## config.mk

```make
export PLATFORM = sky130hd
export DESIGN_NAME = oversample_box_combiner_top
export DESIGN_NICKNAME = d
export VERILOG_FILES = /design/src/obc_pkg.sv /design/src/obc_datapath.sv /design/src/obc_ctrl.sv /design/src/oversample_box_combiner_top.sv
export VERILOG_INCLUDE_DIRS = /design/src /design/src/src
export SDC_FILE = /design/constraint.sdc
export NUM_CORES = 1
export LEC_CHECK = 0
export ABC_AREA = 1
export BUFFER_PORTS_ARGS = -buffer_cell sky130_fd_sc_hd__buf_4
export CORE_ASPECT_RATIO = 1.5
export CORE_UTILIZATION = 68
export CTS_BUF_LIST = sky130_fd_sc_hd__clkbuf_8 sky130_fd_sc_hd__clkbuf_16
export DETAILED_ROUTE_END_ITERATION = 10
export GPL_TIMING_DRIVEN = 0
export PLACE_DENSITY = 0.94
export REMOVE_ABC_BUFFERS = 1
export SLEW_MARGIN = 10
export SYNTH_ARGS = -nofsm -noshare
export SYNTH_HDL_FRONTEND = slang
export SYNTH_SLANG_ARGS = --single-unit
```

## constraint.sdc

```tcl
create_clock -name aclk -period 10 [get_ports aclk]
set_input_delay 0.5 -clock aclk [delete_from_list [all_inputs] [get_ports aclk]]
set_output_delay 0.5 -clock aclk [all_outputs]
set_load 0.005 [all_outputs]
```

## src/oversample_box_combiner_top_assert.svh

```systemverilog
// assertion helpers, clocked on aclk with aresetn held low as disable
`ifndef OVERSAMPLE_BOX_COMBINER_TOP_ASSERT_SVH
`define OVERSAMPLE_BOX_COMBINER_TOP_ASSERT_SVH

// same-cycle implication
`define OBC_ASSERT_IMP(lbl, ante, cons, msg) \
    lbl: assert property (@(posedge aclk) disable iff (!aresetn) (ante) |-> (cons)) else $error(msg);

// next-cycle implication
`define OBC_ASSERT_NXT(lbl, ante, cons, msg) \
    lbl: assert property (@(posedge aclk) disable iff (!aresetn) (ante) |=> (cons)) else $error(msg);

`endif

```

## src/obc_pkg.sv

```systemverilog
`timescale 1ns / 1ps

package obc_pkg;

    localparam int MAX_BOX_DEF     = 16;
    localparam int SAMPLE_BITS_DEF = 16;
    localparam int SAMPLE_W        = 16;
    localparam int PIXEL_W         = 16;
    localparam int CFG_IDX_W       = 2;
    localparam int CFG_DATA_W      = 5;
    localparam int BOX_FACTOR_W    = 5;

    typedef enum logic [1:0] {
        MODE_AVG = 2'd0,
        MODE_SUM = 2'd1,
        MODE_MAX = 2'd2,
        MODE_MED = 2'd3
    } mode_t;

    typedef enum logic [CFG_IDX_W-1:0] {
        CFG_MODE   = 2'd0,
        CFG_BOX    = 2'd1,
        CFG_SIGNED = 2'd2
    } cfg_idx_t;

    typedef enum logic [2:0] {
        ST_FILL,
        ST_DIV_INIT,
        ST_DIV,
        ST_MED_RD,
        ST_MED_LD,
        ST_MED_SCAN,
        ST_MED_CHK,
        ST_DONE
    } state_t;

    typedef struct packed {
        logic  acc_en;
        logic  first;
        logic  is_signed;
        mode_t mode;
        logic  load_cand;
        logic  cmp_en;
        logic  div_init;
        logic  div_step;
        logic  out_load;
    } cmd_t;

    typedef struct packed {
        logic out_free;
        logic med_found;
    } sts_t;

endpackage

```

## src/obc_datapath.sv

```systemverilog
`timescale 1ns / 1ps

module obc_datapath #(
    parameter int MAX_BOX     = obc_pkg::MAX_BOX_DEF,
    parameter int SAMPLE_BITS = obc_pkg::SAMPLE_BITS_DEF,
    localparam int IDX_W = (MAX_BOX > 1) ? $clog2(MAX_BOX) : 1,
    localparam int CNT_W = $clog2(MAX_BOX + 1)
) (
    input  logic                         aclk,
    input  logic                         aresetn,
    input  obc_pkg::cmd_t                cmd,
    output obc_pkg::sts_t                sts,
    input  logic [IDX_W-1:0]             fill_idx,
    input  logic [IDX_W-1:0]             rd_addr,
    input  logic [CNT_W-1:0]             box_n,
    input  logic [obc_pkg::SAMPLE_W-1:0] s_sample,
    output logic                         m_valid,
    input  logic                         m_ready,
    output logic [obc_pkg::PIXEL_W-1:0]  m_pixel,
    output logic                         m_saturated
);

    localparam int SB    = SAMPLE_BITS;
    localparam int DEC_W = SB + 1;
    localparam int ACC_W = SB + 2 + CNT_W;
    localparam int PW    = obc_pkg::PIXEL_W;

    localparam logic signed [ACC_W-1:0] UMAX = {{(ACC_W-SB){1'b0}}, {SB{1'b1}}};
    localparam logic signed [ACC_W-1:0] SMAX = {{(ACC_W-SB+1){1'b0}}, {(SB-1){1'b1}}};
    localparam logic signed [ACC_W-1:0] SMIN = {{(ACC_W-SB+1){1'b1}}, {(SB-1){1'b0}}};

    function automatic logic signed [DEC_W-1:0] decode(input logic [SB-1:0] r, input logic sg);
        decode = {sg & r[SB-1], r};
    endfunction

    logic [SB+obc_pkg::SAMPLE_W-1:0] sample_ext;
    logic [SB-1:0]                   raw;
    logic signed [DEC_W-1:0]         s_dec;
    logic signed [ACC_W-1:0]         sum;
    logic signed [ACC_W-1:0]         hi;
    logic signed [ACC_W-1:0]         lo;
    logic signed [ACC_W-1:0]         acc_next;
    logic                            clip_now;

    logic signed [ACC_W-1:0] acc_reg;
    logic signed [DEC_W-1:0] max_reg;
    logic                    clip_reg;
    logic [SB-1:0]           box_mem [MAX_BOX];
    logic [SB-1:0]           rd_data_reg;

    logic signed [DEC_W-1:0] cand_reg;
    logic [CNT_W-1:0]        less_reg;
    logic [CNT_W-1:0]        eq_reg;
    logic signed [DEC_W-1:0] rd_dec;
    logic [CNT_W:0]          le_sum;
    logic [CNT_W-1:0]        half_n;

    logic [ACC_W-1:0]        q_reg;
    logic [CNT_W-1:0]        rem_reg;
    logic                    neg_reg;
    logic [CNT_W:0]          trial;
    logic                    trial_ge;
    logic [CNT_W:0]          trial_sub;
    logic [ACC_W-1:0]        quot;

    logic [SB-1:0]           pix_val;
    logic [SB+PW-1:0]        pix_ext;

    logic [PW-1:0]           pixel_reg;
    logic                    sat_reg;
    logic                    valid_reg;

    assign sample_ext = {{SB{1'b0}}, s_sample};
    assign raw        = sample_ext[SB-1:0];
    assign s_dec      = decode(raw, cmd.is_signed);
    assign sum        = acc_reg + {{(ACC_W-DEC_W){s_dec[DEC_W-1]}}, s_dec};
    assign hi         = cmd.is_signed ? SMAX : UMAX;
    assign lo         = cmd.is_signed ? SMIN : '0;

    always_comb begin
        acc_next = sum;
        clip_now = 1'b0;
        if (cmd.first) begin
            acc_next = {{(ACC_W-DEC_W){s_dec[DEC_W-1]}}, s_dec};
        end else if (cmd.mode == obc_pkg::MODE_SUM) begin
            if (sum > hi) begin
                acc_next = hi;
                clip_now = 1'b1;
            end else if (sum < lo) begin
                acc_next = lo;
                clip_now = 1'b1;
            end
        end
    end

    always_ff @(posedge aclk) begin
        if (cmd.acc_en) begin
            box_mem[fill_idx] <= raw;
            acc_reg           <= acc_next;
            clip_reg          <= cmd.first ? 1'b0 : (clip_reg | clip_now);
            if (cmd.first || (s_dec > max_reg)) begin
                max_reg <= s_dec;
            end
        end
        rd_data_reg <= box_mem[rd_addr];
    end

    // median by rank counting
    assign rd_dec = decode(rd_data_reg, cmd.is_signed);
    assign le_sum = {1'b0, less_reg} + {1'b0, eq_reg};
    assign half_n = box_n >> 1;
    assign sts.med_found = (less_reg <= half_n) && ({1'b0, half_n} < le_sum);

    always_ff @(posedge aclk) begin
        if (cmd.load_cand) begin
            cand_reg <= rd_dec;
            less_reg <= '0;
            eq_reg   <= '0;
        end else if (cmd.cmp_en) begin
            if (rd_dec < cand_reg) begin
                less_reg <= less_reg + CNT_W'(1);
            end
            if (rd_dec == cand_reg) begin
                eq_reg <= eq_reg + CNT_W'(1);
            end
        end
    end

    // restoring divider, one quotient bit a cycle
    assign trial     = {rem_reg, q_reg[ACC_W-1]};
    assign trial_ge  = trial >= {1'b0, box_n};
    assign trial_sub = trial - {1'b0, box_n};
    assign quot      = neg_reg ? (~q_reg + ACC_W'(1)) : q_reg;

    always_ff @(posedge aclk) begin
        if (cmd.div_init) begin
            neg_reg <= acc_reg[ACC_W-1];
            q_reg   <= acc_reg[ACC_W-1] ? (~acc_reg + ACC_W'(1)) : acc_reg;
            rem_reg <= '0;
        end else if (cmd.div_step) begin
            rem_reg <= trial_ge ? trial_sub[CNT_W-1:0] : trial[CNT_W-1:0];
            q_reg   <= {q_reg[ACC_W-2:0], trial_ge};
        end
    end

    always_comb begin
        unique case (cmd.mode)
            obc_pkg::MODE_AVG: pix_val = quot[SB-1:0];
            obc_pkg::MODE_SUM: pix_val = acc_reg[SB-1:0];
            obc_pkg::MODE_MAX: pix_val = max_reg[SB-1:0];
            obc_pkg::MODE_MED: pix_val = cand_reg[SB-1:0];
            default:           pix_val = acc_reg[SB-1:0];
        endcase
    end

    assign pix_ext = {{PW{1'b0}}, pix_val};

    always_ff @(posedge aclk) begin
        if (cmd.out_load) begin
            pixel_reg <= pix_ext[PW-1:0];
            sat_reg   <= (cmd.mode == obc_pkg::MODE_SUM) && clip_reg;
        end
    end

    always_ff @(posedge aclk) begin
        if (!aresetn) begin
            valid_reg <= 1'b0;
        end else if (cmd.out_load) begin
            valid_reg <= 1'b1;
        end else if (m_ready) begin
            valid_reg <= 1'b0;
        end
    end

    assign sts.out_free = !valid_reg || m_ready;
    assign m_valid      = valid_reg;
    assign m_pixel      = pixel_reg;
    assign m_saturated  = sat_reg;

endmodule

```

## src/obc_ctrl.sv

```systemverilog
`timescale 1ns / 1ps

`include "oversample_box_combiner_top_assert.svh"

module obc_ctrl #(
    parameter int MAX_BOX     = obc_pkg::MAX_BOX_DEF,
    parameter int SAMPLE_BITS = obc_pkg::SAMPLE_BITS_DEF,
    localparam int IDX_W = (MAX_BOX > 1) ? $clog2(MAX_BOX) : 1,
    localparam int CNT_W = $clog2(MAX_BOX + 1)
) (
    input  logic                           aclk,
    input  logic                           aresetn,
    input  logic                           s_valid,
    output logic                           s_ready,
    input  logic                           cfg_valid,
    output logic                           cfg_ready,
    input  logic [obc_pkg::CFG_IDX_W-1:0]  cfg_index,
    input  logic [obc_pkg::CFG_DATA_W-1:0] cfg_data,
    output obc_pkg::cmd_t                  cmd,
    input  obc_pkg::sts_t                  sts,
    output logic [IDX_W-1:0]               fill_idx,
    output logic [IDX_W-1:0]               rd_addr,
    output logic [CNT_W-1:0]               box_n
);

    localparam int ACC_W = SAMPLE_BITS + 2 + CNT_W;
    localparam int DC_W  = $clog2(ACC_W);

    obc_pkg::state_t                  state_reg, state_next;
    obc_pkg::mode_t                   mode_reg;
    logic [obc_pkg::BOX_FACTOR_W-1:0] box_reg;
    logic                             signed_reg;
    logic [CNT_W-1:0]                 fill_reg;
    logic [CNT_W-1:0]                 i_reg;
    logic [CNT_W-1:0]                 j_reg;
    logic [DC_W-1:0]                  div_cnt_reg;
    logic                             accept;
    logic                             box_end;
    logic                             cfg_hit;

    always_comb begin
        if (box_reg == '0) begin
            box_n = CNT_W'(1);
        end else if (int'(box_reg) > MAX_BOX) begin
            box_n = CNT_W'(MAX_BOX);
        end else begin
            box_n = CNT_W'(box_reg);
        end
    end

    assign cfg_ready = 1'b1;
    assign accept    = s_valid && s_ready;
    assign box_end   = (fill_reg + CNT_W'(1)) == box_n;
    assign cfg_hit   = cfg_valid && (cfg_index <= obc_pkg::CFG_SIGNED);

    always_comb begin
        state_next = state_reg;
        unique case (state_reg)
            obc_pkg::ST_FILL: begin
                if (accept && box_end) begin
                    unique case (mode_reg)
                        obc_pkg::MODE_AVG: state_next = obc_pkg::ST_DIV_INIT;
                        obc_pkg::MODE_MED: state_next = obc_pkg::ST_MED_RD;
                        default:           state_next = obc_pkg::ST_DONE;
                    endcase
                end
            end
            obc_pkg::ST_DIV_INIT: state_next = obc_pkg::ST_DIV;
            obc_pkg::ST_DIV: begin
                if (div_cnt_reg == DC_W'(ACC_W - 1)) begin
                    state_next = obc_pkg::ST_DONE;
                end
            end
            obc_pkg::ST_MED_RD: state_next = obc_pkg::ST_MED_LD;
            obc_pkg::ST_MED_LD: state_next = obc_pkg::ST_MED_SCAN;
            obc_pkg::ST_MED_SCAN: begin
                if (j_reg == box_n) begin
                    state_next = obc_pkg::ST_MED_CHK;
                end
            end
            obc_pkg::ST_MED_CHK: begin
                state_next = sts.med_found ? obc_pkg::ST_DONE : obc_pkg::ST_MED_RD;
            end
            obc_pkg::ST_DONE: begin
                if (sts.out_free) begin
                    state_next = obc_pkg::ST_FILL;
                end
            end
            default: state_next = obc_pkg::ST_FILL;
        endcase
    end

    always_comb begin
        s_ready       = state_reg == obc_pkg::ST_FILL;
        cmd.acc_en    = accept;
        cmd.first     = fill_reg == '0;
        cmd.is_signed = signed_reg;
        cmd.mode      = mode_reg;
        cmd.load_cand = state_reg == obc_pkg::ST_MED_LD;
        cmd.cmp_en    = state_reg == obc_pkg::ST_MED_SCAN;
        cmd.div_init  = state_reg == obc_pkg::ST_DIV_INIT;
        cmd.div_step  = state_reg == obc_pkg::ST_DIV;
        cmd.out_load  = (state_reg == obc_pkg::ST_DONE) && sts.out_free;
        fill_idx      = fill_reg[IDX_W-1:0];
        unique case (state_reg)
            obc_pkg::ST_MED_RD:   rd_addr = i_reg[IDX_W-1:0];
            obc_pkg::ST_MED_SCAN: rd_addr = j_reg[IDX_W-1:0];
            default:              rd_addr = '0;
        endcase
    end

    always_ff @(posedge aclk) begin
        if (!aresetn) begin
            state_reg  <= obc_pkg::ST_FILL;
            mode_reg   <= obc_pkg::MODE_AVG;
            box_reg    <= obc_pkg::BOX_FACTOR_W'(1);
            signed_reg <= 1'b0;
            fill_reg   <= '0;
        end else begin
            state_reg <= state_next;
            if (accept) begin
                fill_reg <= box_end ? '0 : fill_reg + CNT_W'(1);
            end else if (cfg_hit) begin
                fill_reg <= '0;
            end
            if (cfg_valid) begin
                case (obc_pkg::cfg_idx_t'(cfg_index))
                    obc_pkg::CFG_MODE:   mode_reg   <= obc_pkg::mode_t'(cfg_data[1:0]);
                    obc_pkg::CFG_BOX:    box_reg    <= cfg_data;
                    obc_pkg::CFG_SIGNED: signed_reg <= cfg_data[0];
                    default:             ;
                endcase
            end
        end
    end

    always_ff @(posedge aclk) begin
        if (!aresetn) begin
            i_reg       <= '0;
            j_reg       <= '0;
            div_cnt_reg <= '0;
        end else begin
            unique case (state_reg)
                obc_pkg::ST_FILL:     i_reg <= '0;
                obc_pkg::ST_MED_CHK:  i_reg <= i_reg + CNT_W'(1);
                default:              ;
            endcase
            if (state_reg == obc_pkg::ST_MED_LD) begin
                j_reg <= CNT_W'(1);
            end else if (state_reg == obc_pkg::ST_MED_SCAN && j_reg != box_n) begin
                j_reg <= j_reg + CNT_W'(1);
            end
            if (state_reg == obc_pkg::ST_DIV) begin
                div_cnt_reg <= div_cnt_reg + DC_W'(1);
            end else begin
                div_cnt_reg <= '0;
            end
        end
    end

    `OBC_ASSERT_IMP(a_load_free, cmd.out_load, sts.out_free, "result loaded over waiting word")
    `OBC_ASSERT_IMP(a_fill_bound, state_reg == obc_pkg::ST_FILL, fill_reg < box_n, "fill past box")
    `OBC_ASSERT_NXT(a_box_end, accept && box_end, state_reg != obc_pkg::ST_FILL, "box end missed")
    `OBC_ASSERT_IMP(a_med_rank, state_reg == obc_pkg::ST_MED_RD, i_reg < box_n, "median search ran out")

endmodule

```

## src/oversample_box_combiner_top.sv

```systemverilog
`timescale 1ns / 1ps

// Combines each run of box_factor samples (1..MAX_BOX) into one pixel by
// average, saturating sum, maximum or median. Samples within a box are taken
// one per cycle; the box-closing word then blocks input while the pixel is
// formed: sum and maximum need no further step, average runs a bit-serial
// divider, and median ranks candidates through the box buffer's single read
// port. A finished pixel waits in the output register while the next box
// fills. A configuration write discards the partial box.
module oversample_box_combiner_top #(
    parameter int MAX_BOX     = obc_pkg::MAX_BOX_DEF,
    parameter int SAMPLE_BITS = obc_pkg::SAMPLE_BITS_DEF
) (
    input  logic                           aclk,
    input  logic                           aresetn,
    input  logic                           s_valid,
    output logic                           s_ready,
    input  logic [obc_pkg::SAMPLE_W-1:0]   s_sample,
    output logic                           m_valid,
    input  logic                           m_ready,
    output logic [obc_pkg::PIXEL_W-1:0]    m_pixel,
    output logic                           m_saturated,
    input  logic                           cfg_valid,
    output logic                           cfg_ready,
    input  logic [obc_pkg::CFG_IDX_W-1:0]  cfg_index,
    input  logic [obc_pkg::CFG_DATA_W-1:0] cfg_data
);

    localparam int IDX_W = (MAX_BOX > 1) ? $clog2(MAX_BOX) : 1;
    localparam int CNT_W = $clog2(MAX_BOX + 1);

    obc_pkg::cmd_t    cmd;
    obc_pkg::sts_t    sts;
    logic [IDX_W-1:0] fill_idx;
    logic [IDX_W-1:0] rd_addr;
    logic [CNT_W-1:0] box_n;

    obc_ctrl #(
        .MAX_BOX     (MAX_BOX),
        .SAMPLE_BITS (SAMPLE_BITS)
    ) u_ctrl (
        .aclk      (aclk),
        .aresetn   (aresetn),
        .s_valid   (s_valid),
        .s_ready   (s_ready),
        .cfg_valid (cfg_valid),
        .cfg_ready (cfg_ready),
        .cfg_index (cfg_index),
        .cfg_data  (cfg_data),
        .cmd       (cmd),
        .sts       (sts),
        .fill_idx  (fill_idx),
        .rd_addr   (rd_addr),
        .box_n     (box_n)
    );

    obc_datapath #(
        .MAX_BOX     (MAX_BOX),
        .SAMPLE_BITS (SAMPLE_BITS)
    ) u_datapath (
        .aclk        (aclk),
        .aresetn     (aresetn),
        .cmd         (cmd),
        .sts         (sts),
        .fill_idx    (fill_idx),
        .rd_addr     (rd_addr),
        .box_n       (box_n),
        .s_sample    (s_sample),
        .m_valid     (m_valid),
        .m_ready     (m_ready),
        .m_pixel     (m_pixel),
        .m_saturated (m_saturated)
    );

endmodule

```

==> impl_metrics.py <==
metrics = {
    "placement": {
        "post-dp-hpwl_um": 41100,
        "postPlaceCellArea_um2": 22200,
        "place_congestion": 0.976,
        "io_buffers": 46,
    },
    "cts": {
        "cts_resized": 0,
        "htreeDepth": 2,
        "clkTransAtPathRegs_ns": 0.06,
        "root_buffer": "clkbuf_16",
        "cts_buffers": 37,
        "clk-insertion-delay-late_ns": 0.57,
        "cts_hold_buf": 0,
        "cts_tree": "yes",
        "cts_sinks": 417,
        "cts_buffer_depth": 3,
        "post_cts_buffers": 0,
    },
    "power_and_ir_drop": {
        "p_leak_nw": 9.11,
        "power_per_cell_area_nw_per_um2": 221,
        "peakVddDrop_v": 0.000111,
    },
    "finish": {
        "design_area_um2": 23400,
        "antenna_cells": 0,
        "syn2layout_area_growth_pct": 11.4,
        "largest_reg_flops": 256,
        "drive_gt1_share_pct": 8.97,
        "final_nets": 2337,
        "final_util_pct": 77.2,
    },
    "flow_run": {
        "cap_violations": 0,
    },
    "logic_synthesis": {
        "yosysWarnings": 0,
        "async_flop_share_pct": 0,
        "synth_ff_type": "edfxtp_1",
        "synth_area_um2": 21000,
        "syn_avg_cell_area_um2": 9.65,
        "synthCells": 2173,
        "yosys_register_bits": 417,
        "ys_seq_area_share_pct": 56.8,
        "synth-edff-count": 355,
        "ys_types": 63,
    },
    "floorplan": {
        "rows": 78,
        "io_pins": 48,
        "core_um2": 30300,
        "die_w_um": 145,
        "die_y_um": 217,
        "die-area_um2": 31600,
        "start_util_pct": 69.3,
    },
    "global_route": {
        "grt_use_total_pct": 38.6,
        "grt_max_degree": 89,
        "grt_overflow": 0,
        "grt_pass1_wl_um": 92300,
        "antenna_found_initial": 1,
        "grt_pass1_vias": 17550,
    },
    "timing": {
        "rsz0062_at_grt": "false",
        "relSlewSlack_pct": 20.5,
        "setup-violations-final": 0,
        "max_freq_mhz": 220,
        "finClkSkew_ns": 0.0263,
        "min_period_ns": 4.55,
        "fin_crit_sh_pct": 45.5,
        "drv_slew": 0,
        "worst_slew_pin_slew_ns": 1.19,
        "hold_violations": 0,
    },
    "detailed_routing": {
        "drcViolationCount": 1,
        "via_count": 17386,
        "drt_iter0_drc": 2182,
        "route.detailed.wl_per_inst_um": 22.7,
        "via_per_inst": 6.58,
        "wirelength_um": 60000,
        "first_pass_iters": 11,
        "antenna_left": 0,
    },
    "min_path": {
        "hold_class": "in -> reg",
        "hold_start": "cfg_data[3]",
    },
    "worst_setup_path": {
        "startpoint_type": "register",
        "crit-reg2reg-launch": "u_datapath.acc_reg[4]",
        "cp_max_fo": 17,
        "crit_type": "reg -> reg",
        "critPathCaptureType": "register",
        "worstPathRequired_ns": 10.41,
        "crit_start": "u_datapath.acc_reg[4]",
        "crit_arrival_ns": 4.96,
    },
    "outcome": {
        "outcome": "finished, violations left",
        "violations": "DRC",
    },
}
==> cell usage after synthesis, types with 3 or more instances <==
cell        n  area share (%)
or2_2       3           0.090
fa_1        3            0.29
clkbuf_1   51            0.91
o211ai_1   17            0.61
a221oi_1    3            0.13
xnor2_1     9            0.38
nor3_1     55             1.3
o21ai_1     5            0.12
o32ai_1     6            0.25
o22ai_1     7            0.21
a211oi_1    4            0.14
nand2_1   339             6.1
nand3b_1    5            0.18
buf_2      21            0.50
nor2_1    334             6.0
ha_1       93             5.6
inv_1     217             3.9
nand2_2     8            0.24
o21a_1      5            0.18
inv_2       5           0.090
edfxtp_1  355              51
nor4_1      4            0.12
a21oi_1    90             2.1
nor3b_1     4            0.14
o21ai_0   240             5.7
dfxtp_1    62             5.9
xor2_1     31             1.3
nand4_1    14            0.42
a21oi_2     8            0.33
a31oi_1    19            0.57
nand3_1    77             1.8
o221ai_1   33             1.4
nand2_4     4            0.21
==> per-layer routing <==
metal  up-vias  share of wire, %  GRT usage, %
met1      8047                31          39.4
met5         -                 0             0
met3       388               9.4          6.92
li1       7617                 -             -
met4         0               8.4          29.4
met2      1334                51          70.1
==> power by group <==
part / internal [mW] / switching [mW]
Clock: 0.774 / 0.656
Combinational: 0.446 / 0.985
Sequential: 2.15 / 0.155
Total: 3.37 / 1.80
==> worst max-delay path, stage by stage (launching register included) <==
cell	delay, ns
edfxtp_1	0.50
ha_1	0.42
nand2_1	0.12
nor2_1	0.11
nand3_1	0.11
nand2_1	0.12
nand2_1	0.09
nand2_1	0.14
nand2_1	0.07
nand2_1	0.07
xor2_1	0.44
ha_1	0.29
nand3_1	0.10
nor2_1	0.12
nand3_1	0.08
nor2_1	0.14
nand3_1	0.10
nor2_1	0.13
nand2_1	0.11
o21bai_1	0.30
nand3_1	0.22
nand3_4	0.29
o2111ai_1	0.19
nand2_1	0.13
==> per-stage QoR <==
stage               hold slack, ns  setup WS, ns  TNS (ns)  power (mW)  std cells
detailed placement           0.426          5.26         0        3.68       2574
floorplan                    0.408          1.65         0        3.22       2094
global route                 0.181          5.08         0        5.37       2642
global placement             0.418         -4.76    -73.12        3.58       2540
finish                       0.173          5.45         0        5.17       2642
CTS                          0.169          5.50         0        5.10       2642
==> logic make-up after synthesis <==
kind of cell	Yosys count	share of synthesized area, %
adder cells (fa/ha/maj)	96	5.84
other	1	0.0179
AND/OR/NAND/NOR	852	16.8
buffers and inverters	303	5.75
AO/OA/AOI/OAI	462	12.9
XOR/XNOR	42	1.88
flip-flops	417	56.8
==> path summary, 6_finish.rpt <==
check,to,slack (ns),cells after the start
max,u_datapath.acc_reg[22],5.45,23
min,u_ctrl.box_reg[3],0.17,3
max reg2reg,u_datapath.acc_reg[22],5.45,23
min reg2reg,u_datapath.cand_reg[7],0.45,0
==> cell usage in the layout, fill, tap and decap left out, drive strengths merged, types with 2 or more instances in the layout <==
master / instances
nor2: 336
ha: 93
o31ai: 2
o32ai: 6
a21boi: 2
clkbuf: 44
clkinv: 10
o2111ai: 2
o211ai: 18
edfxtp: 355
o22ai: 7
xnor2: 9
fa: 3
a211oi: 4
nor4: 4
nand2: 351
inv: 235
a31oi: 19
o221ai: 33
or2: 3
clkinvlp: 2
nand3: 78
xor2: 33
o21ai: 246
nor3: 55
buf: 80
a221oi: 3
nor3b: 4
o21bai: 2
nand3b: 5
o21a: 5
nand4: 14
a22oi: 4
a21oi: 100
a41oi: 2
a32oi: 2
dfxtp: 62
==> area by class of cell <==
class / instances / area (µm²)
Clock buffer: 44 / 1030
Clock inverter: 24 / 171
Fill cell: 1783 / 6890
Inverter: 224 / 846
Multi-Input combinational cell: 1453 / 7970
Sequential cell: 417 / 11900
Tap cell: 400 / 500
Timing Repair Buffer: 80 / 946
(Power assumes the default switching activity.)
